<file path="src/psgwt_pkg.sv">
// Shared types and constants for the sound generator write-event tracker.
`default_nettype none

package psgwt_pkg;

    localparam int unsigned NUM_VOICES = 4;

    localparam int unsigned LATCH_BIT   = 7;
    localparam logic [3:0]  NIBBLE_MAX  = 4'hF;
    localparam logic [1:0]  NOISE_VOICE = 2'd3;

    // Architectural state of the tracker
    typedef struct packed {
        logic [2:0]                       latched;
        logic [NUM_VOICES-1:0][9:0]       period;
        logic [NUM_VOICES-1:0]            sounding;
    } psgwt_state_t;

    // Key event produced by one write
    typedef struct packed {
        logic       fire;
        logic [1:0] voice;
        logic       key_on;
        logic [9:0] period;
    } psgwt_event_t;

endpackage

`default_nettype wire

</file>
<file path="src/psgwt_decode.sv">
// Combinational decode of one write byte against the tracker state.
`default_nettype none

module psgwt_decode
(
    input  wire logic [7:0]             write_byte,
    input  wire psgwt_pkg::psgwt_state_t state_cur,
    output psgwt_pkg::psgwt_state_t     state_nxt,
    output psgwt_pkg::psgwt_event_t     event_out
);

    logic       latch;
    logic [2:0] reg_sel;
    logic [1:0] ch;
    logic       on;

    always_comb
    begin
        latch   = write_byte[psgwt_pkg::LATCH_BIT];
        reg_sel = latch ? write_byte[6:4] : state_cur.latched;
        ch      = reg_sel[2:1];
        on      = (write_byte[3:0] != psgwt_pkg::NIBBLE_MAX);

        state_nxt         = state_cur;
        state_nxt.latched = reg_sel;

        event_out        = '0;
        event_out.voice  = ch;

        if (reg_sel[0])
        begin
            // attenuation register: report only a change of the sounding mark
            if (on != state_cur.sounding[ch])
            begin
                state_nxt.sounding[ch] = on;
                event_out.fire         = 1'b1;
                event_out.key_on       = on;
            end
        end
        else if (latch || (ch == psgwt_pkg::NOISE_VOICE))
        begin
            // low nibble of period; noise takes every non-attenuation byte this way
            state_nxt.period[ch][3:0] = write_byte[3:0];
        end
        else
        begin
            state_nxt.period[ch][9:4] = write_byte[5:0];
            event_out.fire            = state_cur.sounding[ch];
            event_out.key_on          = 1'b1;
        end

        event_out.period = state_nxt.period[ch];
    end

endmodule

`default_nettype wire

</file>
<file path="src/psg_write_note_event_tracker.sv">
// Top level: write-event tracker for a four-channel sound generator.
// A write passes the input register and then the result register before the port.
// Throughput: one write per cycle; the input register feeds a single decode
// pass into the result register, and the input stalls only while a result waits.
// Reset (rst_n, async, active low) clears the latched register number, all
// periods, all sounding marks and both valid flags.
`default_nettype none

module psg_write_note_event_tracker
(
    input  wire logic        clk,
    input  wire logic        rst_n,

    // write stream
    input  wire logic        in_valid,
    output logic             in_stall,
    input  wire logic [7:0]  write_byte,
    input  wire logic [31:0] stamp_in,

    // key events
    output logic             out_valid,
    input  wire logic        out_stall,
    output logic [1:0]       voice,
    output logic             key_on,
    output logic [9:0]       tone_period,
    output logic [31:0]      stamp_out
);

    // input register
    logic        in_valid_reg;
    logic [7:0]  byte_reg;
    logic [31:0] stamp_reg;

    // tracker state
    psgwt_pkg::psgwt_state_t state_reg;
    psgwt_pkg::psgwt_state_t state_next;
    psgwt_pkg::psgwt_event_t ev;

    // result register
    logic        out_valid_reg;
    logic [1:0]  voice_reg;
    logic        key_on_reg;
    logic [9:0]  period_reg;
    logic [31:0] stamp_out_reg;

    // the held write is processed whenever the result slot is free or draining
    logic go;

    assign go       = in_valid_reg && !(out_valid_reg && out_stall);
    assign in_stall = in_valid_reg && !go;

    psgwt_decode u_decode
    (
        .write_byte (byte_reg),
        .state_cur  (state_reg),
        .state_nxt  (state_next),
        .event_out  (ev)
    );

    // input stage: capture a new write whenever the held one moves on
    always_ff @(posedge clk or negedge rst_n)
    begin
        if (!rst_n)
        begin
            in_valid_reg <= 1'b0;
        end
        else if (!in_stall)
        begin
            in_valid_reg <= in_valid;
        end
    end

    always_ff @(posedge clk)
    begin
        if (!in_stall)
        begin
            byte_reg  <= write_byte;
            stamp_reg <= stamp_in;
        end
    end

    // state commits once per processed write
    always_ff @(posedge clk or negedge rst_n)
    begin
        if (!rst_n)
        begin
            state_reg <= '0;
        end
        else if (go)
        begin
            state_reg <= state_next;
        end
    end

    // result stage
    always_ff @(posedge clk or negedge rst_n)
    begin
        if (!rst_n)
        begin
            out_valid_reg <= 1'b0;
        end
        else if (go)
        begin
            out_valid_reg <= ev.fire;
        end
        else if (!out_stall)
        begin
            out_valid_reg <= 1'b0;
        end
    end

    always_ff @(posedge clk)
    begin
        if (go && ev.fire)
        begin
            voice_reg     <= ev.voice;
            key_on_reg    <= ev.key_on;
            period_reg    <= ev.period;
            stamp_out_reg <= stamp_reg;
        end
    end

    assign out_valid   = out_valid_reg;
    assign voice       = voice_reg;
    assign key_on      = key_on_reg;
    assign tone_period = period_reg;
    assign stamp_out   = stamp_out_reg;

`ifndef ASSERT_OFF
    a_fire_shows: assert property (@(posedge clk) disable iff (!rst_n)
        (go && ev.fire) |=> out_valid)
        else $error("event lost after decode");

    a_stamp_follows: assert property (@(posedge clk) disable iff (!rst_n)
        (go && ev.fire) |=> (stamp_out == $past(stamp_reg)))
        else $error("event stamp mismatch");

    a_state_hold: assert property (@(posedge clk) disable iff (!rst_n)
        !go |=> $stable(state_reg))
        else $error("state changed without a processed write");

    a_period_match: assert property (@(posedge clk) disable iff (!rst_n)
        (go && ev.fire) |=> (tone_period == state_reg.period[voice]))
        else $error("event period differs from stored period");
`endif

endmodule

`default_nettype wire
</file>
<file path="config.mk">
export PLATFORM = sky130hd
export DESIGN_NAME = psg_write_note_event_tracker
export DESIGN_NICKNAME = d
export VERILOG_FILES = /design/src/psgwt_pkg.sv /design/src/psgwt_decode.sv /design/src/psg_write_note_event_tracker.sv
export SDC_FILE = /design/constraint.sdc
export NUM_CORES = 1
export LEC_CHECK = 0
export ABC_AREA = 1
export BUFFER_PORTS_ARGS = -buffer_cell sky130_fd_sc_hd__buf_2
export CAP_MARGIN = 15
export CORE_ASPECT_RATIO = 0.9
export CORE_MARGIN = 5
export CORE_UTILIZATION = 50
export DETAILED_ROUTE_END_ITERATION = 8
export PLACE_DENSITY = 0.82
export RECOVER_POWER = 100
export REMOVE_ABC_BUFFERS = 1
export SETUP_SLACK_MARGIN = 0.4
export SKIP_CTS_REPAIR_TIMING = 1
export SLEW_MARGIN = 25
export SYNTH_ARGS = -nofsm -noshare
export SYNTH_HDL_FRONTEND = slang
export SYNTH_SLANG_ARGS = --single-unit
</file>
<file path="constraint.sdc">
create_clock -name clk -period 3.2 [get_ports clk]
set_clock_uncertainty 0.1 [all_clocks]
set_input_delay 0.48 -clock clk [delete_from_list [all_inputs] [get_ports clk]]
set_output_delay 0.48 -clock clk [all_outputs]
set_load 0.03 [all_outputs]
</file>
==> flow_summary.html, run 1 <==
<table>
<tr><th>Metric</th><th>Value</th></tr>
<tr><th colspan="2">STA</th></tr>
<tr><td>Max Fclk</td><td>approximately 360 MHz</td></tr>
<tr><td>Fin crit period</td><td>2.80 ns</td></tr>
<tr><td>Worst hold slack after final layout</td><td>around 0.13 ns</td></tr>
<tr><td>Slew at the pin closest to its max-slew limit</td><td>1.26 ns</td></tr>
<tr><td>Final-report max-slew violation count</td><td>0</td></tr>
<tr><td>Period utilization</td><td>between 80% and 90%</td></tr>
<tr><td>RSZ-0062 raised after global routing</td><td>false</td></tr>
<tr><td># setup viols final</td><td>0</td></tr>
<tr><td>Total negative setup slack</td><td>0 ns</td></tr>
<tr><td>Max transition margin</td><td>about 16%</td></tr>
<tr><td>Number of endpoints with negative hold slack in the final report</td><td>0</td></tr>
<tr><th colspan="2">Global routing</th></tr>
<tr><td>Pin count of the biggest net entering global routing</td><td>50</td></tr>
<tr><td>Number of global-route vias before repair</td><td>between 3,000 and 4,000</td></tr>
<tr><td>Remaining Overflow, GRT</td><td>0</td></tr>
<tr><td>Total GRT Usage</td><td>between 10% and 20%</td></tr>
<tr><td>Antenna violations before repair</td><td>0</td></tr>
<tr><td>First-pass GRT wire length</td><td>19.2 mm</td></tr>
<tr><th colspan="2">CTS</th></tr>
<tr><td>Sinks on Clock Net</td><td>around 130</td></tr>
<tr><td>Clock latency on the worst-skew pair</td><td>between 0.4 and 0.5 ns</td></tr>
<tr><td>Clock-pin slew of the registers on the worst-case setup and hold paths</td><td>0.06 ns</td></tr>
<tr><td>Maximum level of the CTS H-tree</td><td>4</td></tr>
<tr><td>Number of CTS-inserted buffers</td><td>17</td></tr>
<tr><td>CTS tree</td><td>built</td></tr>
<tr><td>Clock Tree Buf Depth</td><td>2</td></tr>
<tr><td>Clock tree root driver cell</td><td>sky130_fd_sc_hd__clkbuf_16</td></tr>
<tr><th colspan="2">Worst setup path</th></tr>
<tr><td>CP required</td><td>around 3.2 ns</td></tr>
<tr><td>First element of the critical path</td><td>byte_reg[7]$_DFFE_PN_</td></tr>
<tr><td>Kind of capture point of the worst setup path</td><td>flip-flop</td></tr>
<tr><td>Reg2reg start</td><td>byte_reg[7]$_DFFE_PN_</td></tr>
<tr><td>Data arrival, critical path</td><td>2.82 ns</td></tr>
<tr><td>CP Max Fanout</td><td>16</td></tr>
<tr><td>CP Launch Type</td><td>flip-flop</td></tr>
<tr><td>Worst setup path category</td><td>reg2reg</td></tr>
<tr><th colspan="2">Cells and area</th></tr>
<tr><td>Most frequent cells in the layout</td><td>sky130_fd_sc_hd__nand2_1 (147), sky130_fd_sc_hd__edfxtp_1 (85), sky130_fd_sc_hd__clkbuf_1 (52)</td></tr>
<tr><td>Fillers</td><td>about 850</td></tr>
<tr><td>Antenna fix cells</td><td>0</td></tr>
<tr><td>Area added between synthesis and finish</td><td>19.4%</td></tr>
<tr><td>Area occupied by multi-input gates</td><td>between 1000 and 1500 sq um</td></tr>
<tr><td>Max reg flops</td><td>47</td></tr>
<tr><td>Share of cells above drive strength 1</td><td>16.6%</td></tr>
<tr><td>Nets@finish</td><td>~630</td></tr>
<tr><td>Most common library cell in the layout ignoring fill and taps</td><td>sky130_fd_sc_hd__nand2_1</td></tr>
<tr><td>FF+latch area</td><td>3780 sq um</td></tr>
<tr><th colspan="2">Synth</th></tr>
<tr><td>Mapped cell area</td><td>~5500 sq um</td></tr>
<tr><td>Number of flops mapped to enable cells by yosys</td><td>85</td></tr>
<tr><td>Yosys warns</td><td>0</td></tr>
<tr><td>Post-synthesis async set-or-reset flop share</td><td>a little over a third</td></tr>
<tr><td>Cell count after synthesis</td><td>between 400 and 500</td></tr>
<tr><td>Post-synthesis area per instance</td><td>11.4 sq um</td></tr>
<tr><td>Synth Flop Type</td><td>sky130_fd_sc_hd__edfxtp_1</td></tr>
<tr><td>Seq cells post-synth</td><td>about 130</td></tr>
<tr><td>Number of distinct library cell variants in the gate-level netlist after synthesis</td><td>33</td></tr>
<tr><td>Sequential element share of the synthesized area</td><td>between 60% and 70%</td></tr>
<tr><th colspan="2">Detailed routing</th></tr>
<tr><td>Final wirelength</td><td>between 10 and 15 mm</td></tr>
<tr><td>Drc violations</td><td>0</td></tr>
<tr><td>Post-detailed-route wirelength per cell</td><td>16.3 um</td></tr>
<tr><td>Antenna Nets Post-Route</td><td>0</td></tr>
<tr><td>Vias per inst</td><td>5.19</td></tr>
<tr><td>Violation count after the first detailed-routing iteration</td><td>372</td></tr>
<tr><td>Initial DRT Pass Iterations</td><td>5</td></tr>
<tr><td>Via Count</td><td>~3,900</td></tr>
<tr><th colspan="2">Power</th></tr>
<tr><td>Power per unit of standard cell area</td><td>about 940 nW/um^2</td></tr>
<tr><td>Lkg Pwr</td><td>around 2.8 nW</td></tr>
<tr><td>Share of total power in sequential cells</td><td>between 40% and 50%</td></tr>
<tr><td>Sum of internal, switching and leakage power</td><td>just over 6 mW</td></tr>
<tr><td>Sw frac</td><td>between 30% and 40%</td></tr>
<tr><td>Maximum VDD drop</td><td>0.435 mV</td></tr>
<tr><td>Internal power</td><td>4.06 mW</td></tr>
<tr><td>Share of total power in the clock network</td><td>~30%</td></tr>
<tr><td>Net load switching power</td><td>roughly 2.2 mW</td></tr>
<tr><td>Part of the power in combinational logic</td><td>28.1%</td></tr>
<tr><th colspan="2">Flow run</th></tr>
<tr><td>Max-capacitance violation count</td><td>0</td></tr>
<tr><th colspan="2">Placement</th></tr>
<tr><td>Half-perimeter wire length of the detailed placement result</td><td>8.34 mm</td></tr>
<tr><td>Global placement routability congestion</td><td>~0.82</td></tr>
<tr><td>IO Port Bufs</td><td>90</td></tr>
<tr><th colspan="2">Die</th></tr>
<tr><td>Core ar.</td><td>between 10,000 and 15,000 sq um</td></tr>
<tr><td>Number of I/O pins</td><td>roughly 90</td></tr>
<tr><td>Die height</td><td>110 um</td></tr>
<tr><td>Initial Util</td><td>just over 50%</td></tr>
<tr><td>Die area</td><td>between 10,000 and 15,000 sq um</td></tr>
<tr><td>Die Span X</td><td>121 um</td></tr>
<tr><td>Count of standard-cell rows</td><td>36</td></tr>
<tr><th colspan="2">Status</th></tr>
<tr><td>Run status</td><td>finished, final reports clean</td></tr>
<tr><th colspan="2">Hold path</th></tr>
<tr><td>Origin of the worst min-delay path</td><td>stamp_in[18]</td></tr>
<tr><td>Type of the most critical hold path</td><td>in2reg</td></tr>
</table>
-- kinds of logic after synthesis --
logic type | synth area share (%)
and+or+nand+nor | 19.4
DFF | 68.2
AOI/OAI and AO/OA | 6.93
buffers and inverters | 5.26
adders and majority gates | 0.226
-- final cells by class --
cell class                      instances  share of cell area, %
Clock inverter                         11                   1.93
Clock buffer                           21                   6.81
Inverter                               43                   2.55
Multi-Input combinational cell        290                   21.0
Sequential cell                       134                   57.1
Tap cell                              152                   2.87
Timing Repair Buffer                  103                   7.70
-- through the flow --
| step | std cells | setup WS (ns) | instance area, sq um | utilization, % |
|---|---|---|---|---|
| 6_report | 754 | 0.401 | 6620 | 61.0 |
| 5_1_grt | 754 | 0.223 | 6620 | 61.0 |
| 4_1_cts | 750 | 0.407 | 6720 | 61.9 |
| 3_5_place_dp | 718 | 0.434 | 6140 | 56.6 |
| 3_3_place_gp | 718 | 0.535 | 6140 | 56.6 |
| 2_1_floorplan | 467 | -0.136 | 5420 | - |
-- final timing paths --
path | end | slack [ns] | depth (start not counted)
max in group asynchronous | state_reg[4]$_DFFE_PN0P_ | 2.01 | 1
max reg2reg | stamp_out[28]$_DFFE_PP_ | 0.40 | 12
min | stamp_reg[18]$_DFFE_PN_ | 0.13 | 1
min in group asynchronous | state_reg[18]$_DFFE_PN0P_ | 0.22 | 1
min reg2reg | state_reg[41]$_DFFE_PN0P_ | 0.27 | 0
max | stamp_out[28]$_DFFE_PP_ | 0.40 | 12
-- metal layers --
layer / global-route usage [%] / wire, um / share of wire [%]
met2: 32.1 / 6380 / 52
met1: 23.1 / 4930 / 40
met4: 9.22 / 325 / 2.6
met5: 0 / 0 / 0
met3: 4.53 / 682 / 5.5
-- power by group through the flow --
stage	Combinational, mW	Clock [mW]	Sequential (mW)
finish	1.75	1.88	2.60
global route	1.93	1.99	2.64
CTS	1.81	1.90	2.59
detailed placement	1.80	0	2.62
global placement	1.74	0	2.59
floorplan	0.970	0	2.88
-- synthesized netlist by cell type, drive strengths merged, types with 2 or more instances --
cell | number | share of area [%]
dfrtp | 49 | 22
a21boi | 2 | 0.27
buf | 12 | 1.7
a31oi | 11 | 1.2
o21ai | 43 | 4.0
clkinv | 2 | 0.14
nand4 | 3 | 0.34
a21oi | 5 | 0.45
nor3 | 2 | 0.47
nand3 | 32 | 2.9
nand2 | 156 | 12
inv | 41 | 2.9
o211ai | 7 | 0.95
edfxtp | 85 | 46
nor2 | 26 | 3.0
clkbuf | 8 | 0.54
-- worst max-delay path, stage by stage, from the launching register on --
cell and delay, ns:
sky130_fd_sc_hd__edfxtp_1 0.54, sky130_fd_sc_hd__inv_8 0.09, sky130_fd_sc_hd__nand2_8 0.06, sky130_fd_sc_hd__nand2_1 0.28
sky130_fd_sc_hd__nand2_2 0.22, sky130_fd_sc_hd__nor2_1 0.06, sky130_fd_sc_hd__nor2_1 0.13, sky130_fd_sc_hd__nand2_1 0.08
sky130_fd_sc_hd__ha_1 0.33, sky130_fd_sc_hd__nor3_4 0.19, sky130_fd_sc_hd__inv_1 0.10, sky130_fd_sc_hd__nand2_4 0.13
sky130_fd_sc_hd__clkbuf_16 0.20
Note: power is estimated with default switching activity, not from simulation.
==> inputs of run 2 (changes only) <==
--- a/config.mk
+++ b/config.mk
@@ -12,7 +12,7 @@
 export CORE_MARGIN = 5
 export CORE_UTILIZATION = 50
 export DETAILED_ROUTE_END_ITERATION = 8
-export PLACE_DENSITY = 0.82
+export PLACE_DENSITY = 0.81
 export RECOVER_POWER = 100
 export REMOVE_ABC_BUFFERS = 1
 export SETUP_SLACK_MARGIN = 0.4
@@ -20,4 +20,5 @@
 export SLEW_MARGIN = 25
 export SYNTH_ARGS = -nofsm -noshare
 export SYNTH_HDL_FRONTEND = slang
+export SYNTH_HIERARCHICAL = 1
 export SYNTH_SLANG_ARGS = --single-unit
==> run 2 against run 1 <==
The flow now finishes with violations (max-capacitance violations, max-slew violations). Count of clock-buffer cells in the layout fell by 4. Worst setup slack worse by 0.063 ns. Cell area is 5.2% higher. Largest power group unchanged.
==> flow_summary.html, run 2 <==
<table>
<tr><th>Metric</th><th>Value</th></tr>
<tr><th colspan="2">Power</th></tr>
<tr><td>Part of the power in combinational logic</td><td>32.0% (+3.9 points)</td></tr>
<tr><td>Lkg Pwr</td><td>3.27 nW (+16%)</td></tr>
<tr><td>Power per unit of standard cell area</td><td>936 nW/um^2 (-0.51%)</td></tr>
<tr><td>Maximum VDD drop</td><td>0.420 mV (-3.5%)</td></tr>
<tr><td>Internal power</td><td>4.08 mW (+0.58%)</td></tr>
<tr><td>Sw frac</td><td>37.4% (+2.5 points)</td></tr>
<tr><td>Share of total power in the clock network</td><td>27.7% (-2.5 points)</td></tr>
<tr><td>Net load switching power</td><td>2.44 mW (+12%)</td></tr>
<tr><td>Share of total power in sequential cells</td><td>40.3% (-1.4 points)</td></tr>
<tr><td>Sum of internal, switching and leakage power</td><td>6.52 mW (+4.7%)</td></tr>
<tr><th colspan="2">Synth</th></tr>
<tr><td>Main area contributors after synthesis</td><td>sky130_fd_sc_hd__edfxtp_1 (43%), sky130_fd_sc_hd__dfrtp_1 (21%), sky130_fd_sc_hd__nand2_1 (14%), sky130_fd_sc_hd__nand3_1 (6.4%), sky130_fd_sc_hd__inv_1 (3.8%)</td></tr>
<tr><td>Post-synthesis cell type with the largest combined area</td><td>sky130_fd_sc_hd__edfxtp_1</td></tr>
<tr><td>Post-synthesis area per instance</td><td>9.86 sq um (-13%)</td></tr>
<tr><td>Leading cell types by count after synthesis</td><td>sky130_fd_sc_hd__nand2_1 (214), sky130_fd_sc_hd__edfxtp_1 (85), sky130_fd_sc_hd__nand3_1 (76)</td></tr>
<tr><td>Share of the synthesized area in the top cell type</td><td>43.1% (-3.0 points)</td></tr>
<tr><td>Cell count after synthesis</td><td>601 (+23%)</td></tr>
<tr><td>Mapped cell area</td><td>5920 sq um (+6.9%)</td></tr>
<tr><td>Post-synthesis async set-or-reset flop share</td><td>36.6% (unchanged)</td></tr>
<tr><td>Number of flops mapped to enable cells by yosys</td><td>85 (unchanged)</td></tr>
<tr><td>Synth Flop Type</td><td>sky130_fd_sc_hd__edfxtp_1</td></tr>
<tr><td>Most frequently used cell type in the post-synthesis netlist</td><td>sky130_fd_sc_hd__nand2_1</td></tr>
<tr><td>Sequential element share of the synthesized area</td><td>63.8% (-4.4 points)</td></tr>
<tr><td>Seq cells post-synth</td><td>134 (unchanged)</td></tr>
<tr><td>Yosys warns</td><td>6 (+6)</td></tr>
<tr><td>Number of distinct library cell variants in the gate-level netlist after synthesis</td><td>23 (-30%)</td></tr>
<tr><th colspan="2">Worst setup path</th></tr>
<tr><td>Crit path max-delay cell type</td><td>sky130_fd_sc_hd__edfxtp_1</td></tr>
<tr><td>Biggest cell delay along the critical path</td><td>0.50 ns (-0.04 ns)</td></tr>
<tr><td>CP Launch Type</td><td>flip-flop</td></tr>
<tr><td>Data arrival, critical path</td><td>2.88 ns (+0.06 ns)</td></tr>
<tr><td>Critical-path cell list</td><td>inv_1, nand2_1, nand2_4, nand2_1, o21ai_0, nand2_1, o211ai_1, ha_1, nor2_4, inv_1, nand2_1, inv_1, nor2_1, buf_12, buf_12</td></tr>
<tr><td>Cell count of the worst reg-to-reg path</td><td>15 (+3)</td></tr>
<tr><td>CP required</td><td>3.22 ns (about the same)</td></tr>
<tr><td>CP dominant cell by count</td><td>sky130_fd_sc_hd__nand2_1</td></tr>
<tr><td>Kind of capture point of the worst setup path</td><td>flip-flop</td></tr>
<tr><td>Kind of cell with the highest combined delay on the critical path</td><td>simple AND/OR/NAND/NOR gates</td></tr>
<tr><td>Worst path bufs/invs</td><td>5 (+2)</td></tr>
<tr><td>CP Max Fanout</td><td>23 (+7)</td></tr>
<tr><td>Worst setup path category</td><td>reg2reg</td></tr>
<tr><td>CP Depth</td><td>15 (+3)</td></tr>
<tr><th colspan="2">CTS</th></tr>
<tr><td>Number of CTS-inserted buffers</td><td>17 (unchanged)</td></tr>
<tr><td>Maximum level of the CTS H-tree</td><td>4 (unchanged)</td></tr>
<tr><td>Clock latency on the worst-skew pair</td><td>0.42 ns (about the same)</td></tr>
<tr><td>Clock-pin slew of the registers on the worst-case setup and hold paths</td><td>0.06 ns (about the same)</td></tr>
<tr><td>Clock Tree Buf Depth</td><td>2 (unchanged)</td></tr>
<tr><td>Clock tree root driver cell</td><td>sky130_fd_sc_hd__clkbuf_16</td></tr>
<tr><td>Sinks on Clock Net</td><td>134 (unchanged)</td></tr>
<tr><td>CTS tree</td><td>built</td></tr>
<tr><th colspan="2">Detailed routing</th></tr>
<tr><td>Highest Signal Layer</td><td>met4</td></tr>
<tr><td>Vias per inst</td><td>5.34 (+2.9%)</td></tr>
<tr><td>Violation count after the first detailed-routing iteration</td><td>495 (+33%)</td></tr>
<tr><td>Via Count</td><td>4,565 (+17%)</td></tr>
<tr><td>Initial DRT Pass Iterations</td><td>5 (unchanged)</td></tr>
<tr><td>Final wirelength</td><td>13.8 mm (+12%)</td></tr>
<tr><td>Drc violations</td><td>0 (unchanged)</td></tr>
<tr><td>Total met3 wirelength after detailed routing</td><td>1.06 mm (+56%)</td></tr>
<tr><td>Met1 WL</td><td>5.36 mm (+8.7%)</td></tr>
<tr><td>Post-detailed-route wirelength per cell</td><td>16.2 um (-0.88%)</td></tr>
<tr><td>Antenna Nets Post-Route</td><td>0 (unchanged)</td></tr>
<tr><td>Metal2 WL</td><td>7.05 mm (+11%)</td></tr>
<tr><th colspan="2">Cells and area</th></tr>
<tr><td>FF+latch area</td><td>3780 sq um (unchanged)</td></tr>
<tr><td>Area occupied by multi-input gates</td><td>1660 sq um (+19%)</td></tr>
<tr><td>Area added between synthesis and finish</td><td>17.5%</td></tr>
<tr><td>Most common library cell in the layout ignoring fill and taps</td><td>sky130_fd_sc_hd__nand2_1</td></tr>
<tr><td>Antenna fix cells</td><td>0 (unchanged)</td></tr>
<tr><td>Max reg flops</td><td>47 (unchanged)</td></tr>
<tr><td>Most frequent cells in the layout</td><td>sky130_fd_sc_hd__nand2_1 (216), sky130_fd_sc_hd__edfxtp_1 (85), sky130_fd_sc_hd__nand3_1 (76)</td></tr>
<tr><td>Share of cells above drive strength 1</td><td>13.4% (-3.2 points)</td></tr>
<tr><td>Fillers</td><td>954 (+13%)</td></tr>
<tr><td>Nets@finish</td><td>731 (+15%)</td></tr>
<tr><td>Number of standard cells in the layout, taps in and fillers out</td><td>855 (+13%)</td></tr>
<tr><th colspan="2">Die</th></tr>
<tr><td>Count of standard-cell rows</td><td>37 (+2.8%)</td></tr>
<tr><td>Initial Util</td><td>51.4% (+0.34 points)</td></tr>
<tr><td>Core ar.</td><td>11,500 sq um (+6.2%)</td></tr>
<tr><td>Die Span X</td><td>125 um (+3.1%)</td></tr>
<tr><td>Die area</td><td>14,100 sq um (+6.3%)</td></tr>
<tr><td>Die height</td><td>113 um (+3.1%)</td></tr>
<tr><td>Number of I/O pins</td><td>91 (unchanged)</td></tr>
<tr><th colspan="2">Global routing</th></tr>
<tr><td>Remaining Overflow, GRT</td><td>0 (unchanged)</td></tr>
<tr><td>First-pass GRT wire length</td><td>22.1 mm (+15%)</td></tr>
<tr><td>Pin count of the biggest net entering global routing</td><td>48 (-4.0%)</td></tr>
<tr><td>Number of global-route vias before repair</td><td>4,496 (+16%)</td></tr>
<tr><td>Antenna violations before repair</td><td>0 (unchanged)</td></tr>
<tr><td>Total GRT Usage</td><td>19.8% (+0.75 points)</td></tr>
<tr><th colspan="2">STA</th></tr>
<tr><td>RSZ-0062 raised after global routing</td><td>true</td></tr>
<tr><td>Max transition margin</td><td>-11.1% (-27 points)</td></tr>
<tr><td>Number of endpoints with negative hold slack in the final report</td><td>0 (unchanged)</td></tr>
<tr><td>Max Fclk</td><td>349 MHz (-2.2%)</td></tr>
<tr><td>Slew at the pin closest to its max-slew limit</td><td>1.67 ns (+0.407 ns)</td></tr>
<tr><td>Fin crit period</td><td>2.86 ns (+0.0634 ns)</td></tr>
<tr><td>Smallest setup slack after layout</td><td>0.338 ns (-0.0634 ns)</td></tr>
<tr><td>Worst hold slack after final layout</td><td>0.135 ns (+0.00347 ns)</td></tr>
<tr><td>Period utilization</td><td>89.4% (+2.0 points)</td></tr>
<tr><td># setup viols final</td><td>0 (unchanged)</td></tr>
<tr><td>Final-report max-slew violation count</td><td>31 (+31)</td></tr>
<tr><td>Total negative setup slack</td><td>0 ns (unchanged)</td></tr>
<tr><th colspan="2">Hold path</th></tr>
<tr><td>Cell depth of the worst min-delay path</td><td>1 (unchanged)</td></tr>
<tr><td>Type of the most critical hold path</td><td>in2reg</td></tr>
<tr><th colspan="2">Placement</th></tr>
<tr><td>Inst Count DP</td><td>819 (+14%)</td></tr>
<tr><td>Global placement routability congestion</td><td>0.891 (+8.3%)</td></tr>
<tr><td>Half-perimeter wire length of the detailed placement result</td><td>8.91 mm (+6.9%)</td></tr>
<tr><td>Worst Setup Slack post-DPL</td><td>0.451 ns (+0.0168 ns)</td></tr>
<tr><td>IO Port Bufs</td><td>90 (unchanged)</td></tr>
<tr><th colspan="2">Flow run</th></tr>
<tr><td>Max-capacitance violation count</td><td>1 (+1)</td></tr>
<tr><th colspan="2">Status</th></tr>
<tr><td>Run status</td><td>finished with violations</td></tr>
<tr><td>Violated checks</td><td>max-capacitance violations, max-slew violations</td></tr>
</table>
-- run 2: changes by cell type after synthesis, moves of 11 or more --
cell and delta:
sky130_fd_sc_hd__o21ai_0 -26, sky130_fd_sc_hd__and2_1 +18, sky130_fd_sc_hd__buf_2 +12, sky130_fd_sc_hd__nand3_1 +44, sky130_fd_sc_hd__nand4_1 +29, sky130_fd_sc_hd__nor2_1 -11
sky130_fd_sc_hd__nand2_1 +74, sky130_fd_sc_hd__inv_1 +22
-- run 2: area by class of cell --
class,instances,share of cell area [%]
Sequential cell,134,54.3
Tap cell,156,2.80
Clock buffer,17,6.11
Inverter,61,3.29
Timing Repair Buffer,106,7.85
Clock inverter,15,1.89
Multi-Input combinational cell,366,23.8
-- run 2: power groups by stage --
stage          sequential [mW]  combinational [mW]  clock [mW]
4_1_cts                   2.62                2.03        1.83
3_5_place_dp              2.64                2.02           0
5_1_grt                   2.67                2.30        1.92
6_report                  2.62                2.09        1.81
3_3_place_gp              2.62                1.95           0
2_1_floorplan             2.95                1.05           0
-- run 2: routing by layer --
| metal | up-vias | track usage (%) |
|---|---|---|
| met3 | 32 | 5.29 |
| met5 | - | 0 |
| li1 | 2140 | - |
| met4 | 0 | 8.33 |
| met1 | 2163 | 24.7 |
| met2 | 230 | 32.7 |
-- run 2: final timing paths --
check | start | end | slack, ns
worst max-delay path | byte_reg[7]$_DFFE_PN_ | stamp_out[23]$_DFFE_PP_ | 0.34
worst min-delay path | stamp_in[16] | stamp_reg[16]$_DFFE_PN_ | 0.13
worst max register to register | byte_reg[7]$_DFFE_PN_ | stamp_out[23]$_DFFE_PP_ | 0.34
worst min register to register | stamp_reg[21]$_DFFE_PN_ | stamp_out[21]$_DFFE_PP_ | 0.32
max in group asynchronous | rst_n | state_reg[32]$_DFFE_PN0P_ | 0.88
min in group asynchronous | rst_n | state_reg[2]$_DFFE_PN0P_ | 0.39
-- run 2: logic make-up (layout without fill, tap and decap cells) --
| kind of cell | Yosys count | after routing | share of synthesized area (%) |
|---|---|---|---|
| AND/OR/NAND/NOR | 353 | 353 | 26.5 |
| AO/OA/AOI/OAI | 12 | 12 | 1.16 |
| flip-flops | 134 | 134 | 63.8 |
| buffers and inverters | 101 | 199 | 8.34 |
| adder cells (fa/ha/maj) | 1 | 1 | 0.211 |
-- run 2: metrics by stage --
step / area (sq um) / util (%)
global placement: 6410 / 55.6
detailed placement: 6410 / 55.6
floorplan: 5660 / -
finish: 6960 / 60.4
global route: 6960 / 60.4
CTS: 6970 / 60.5
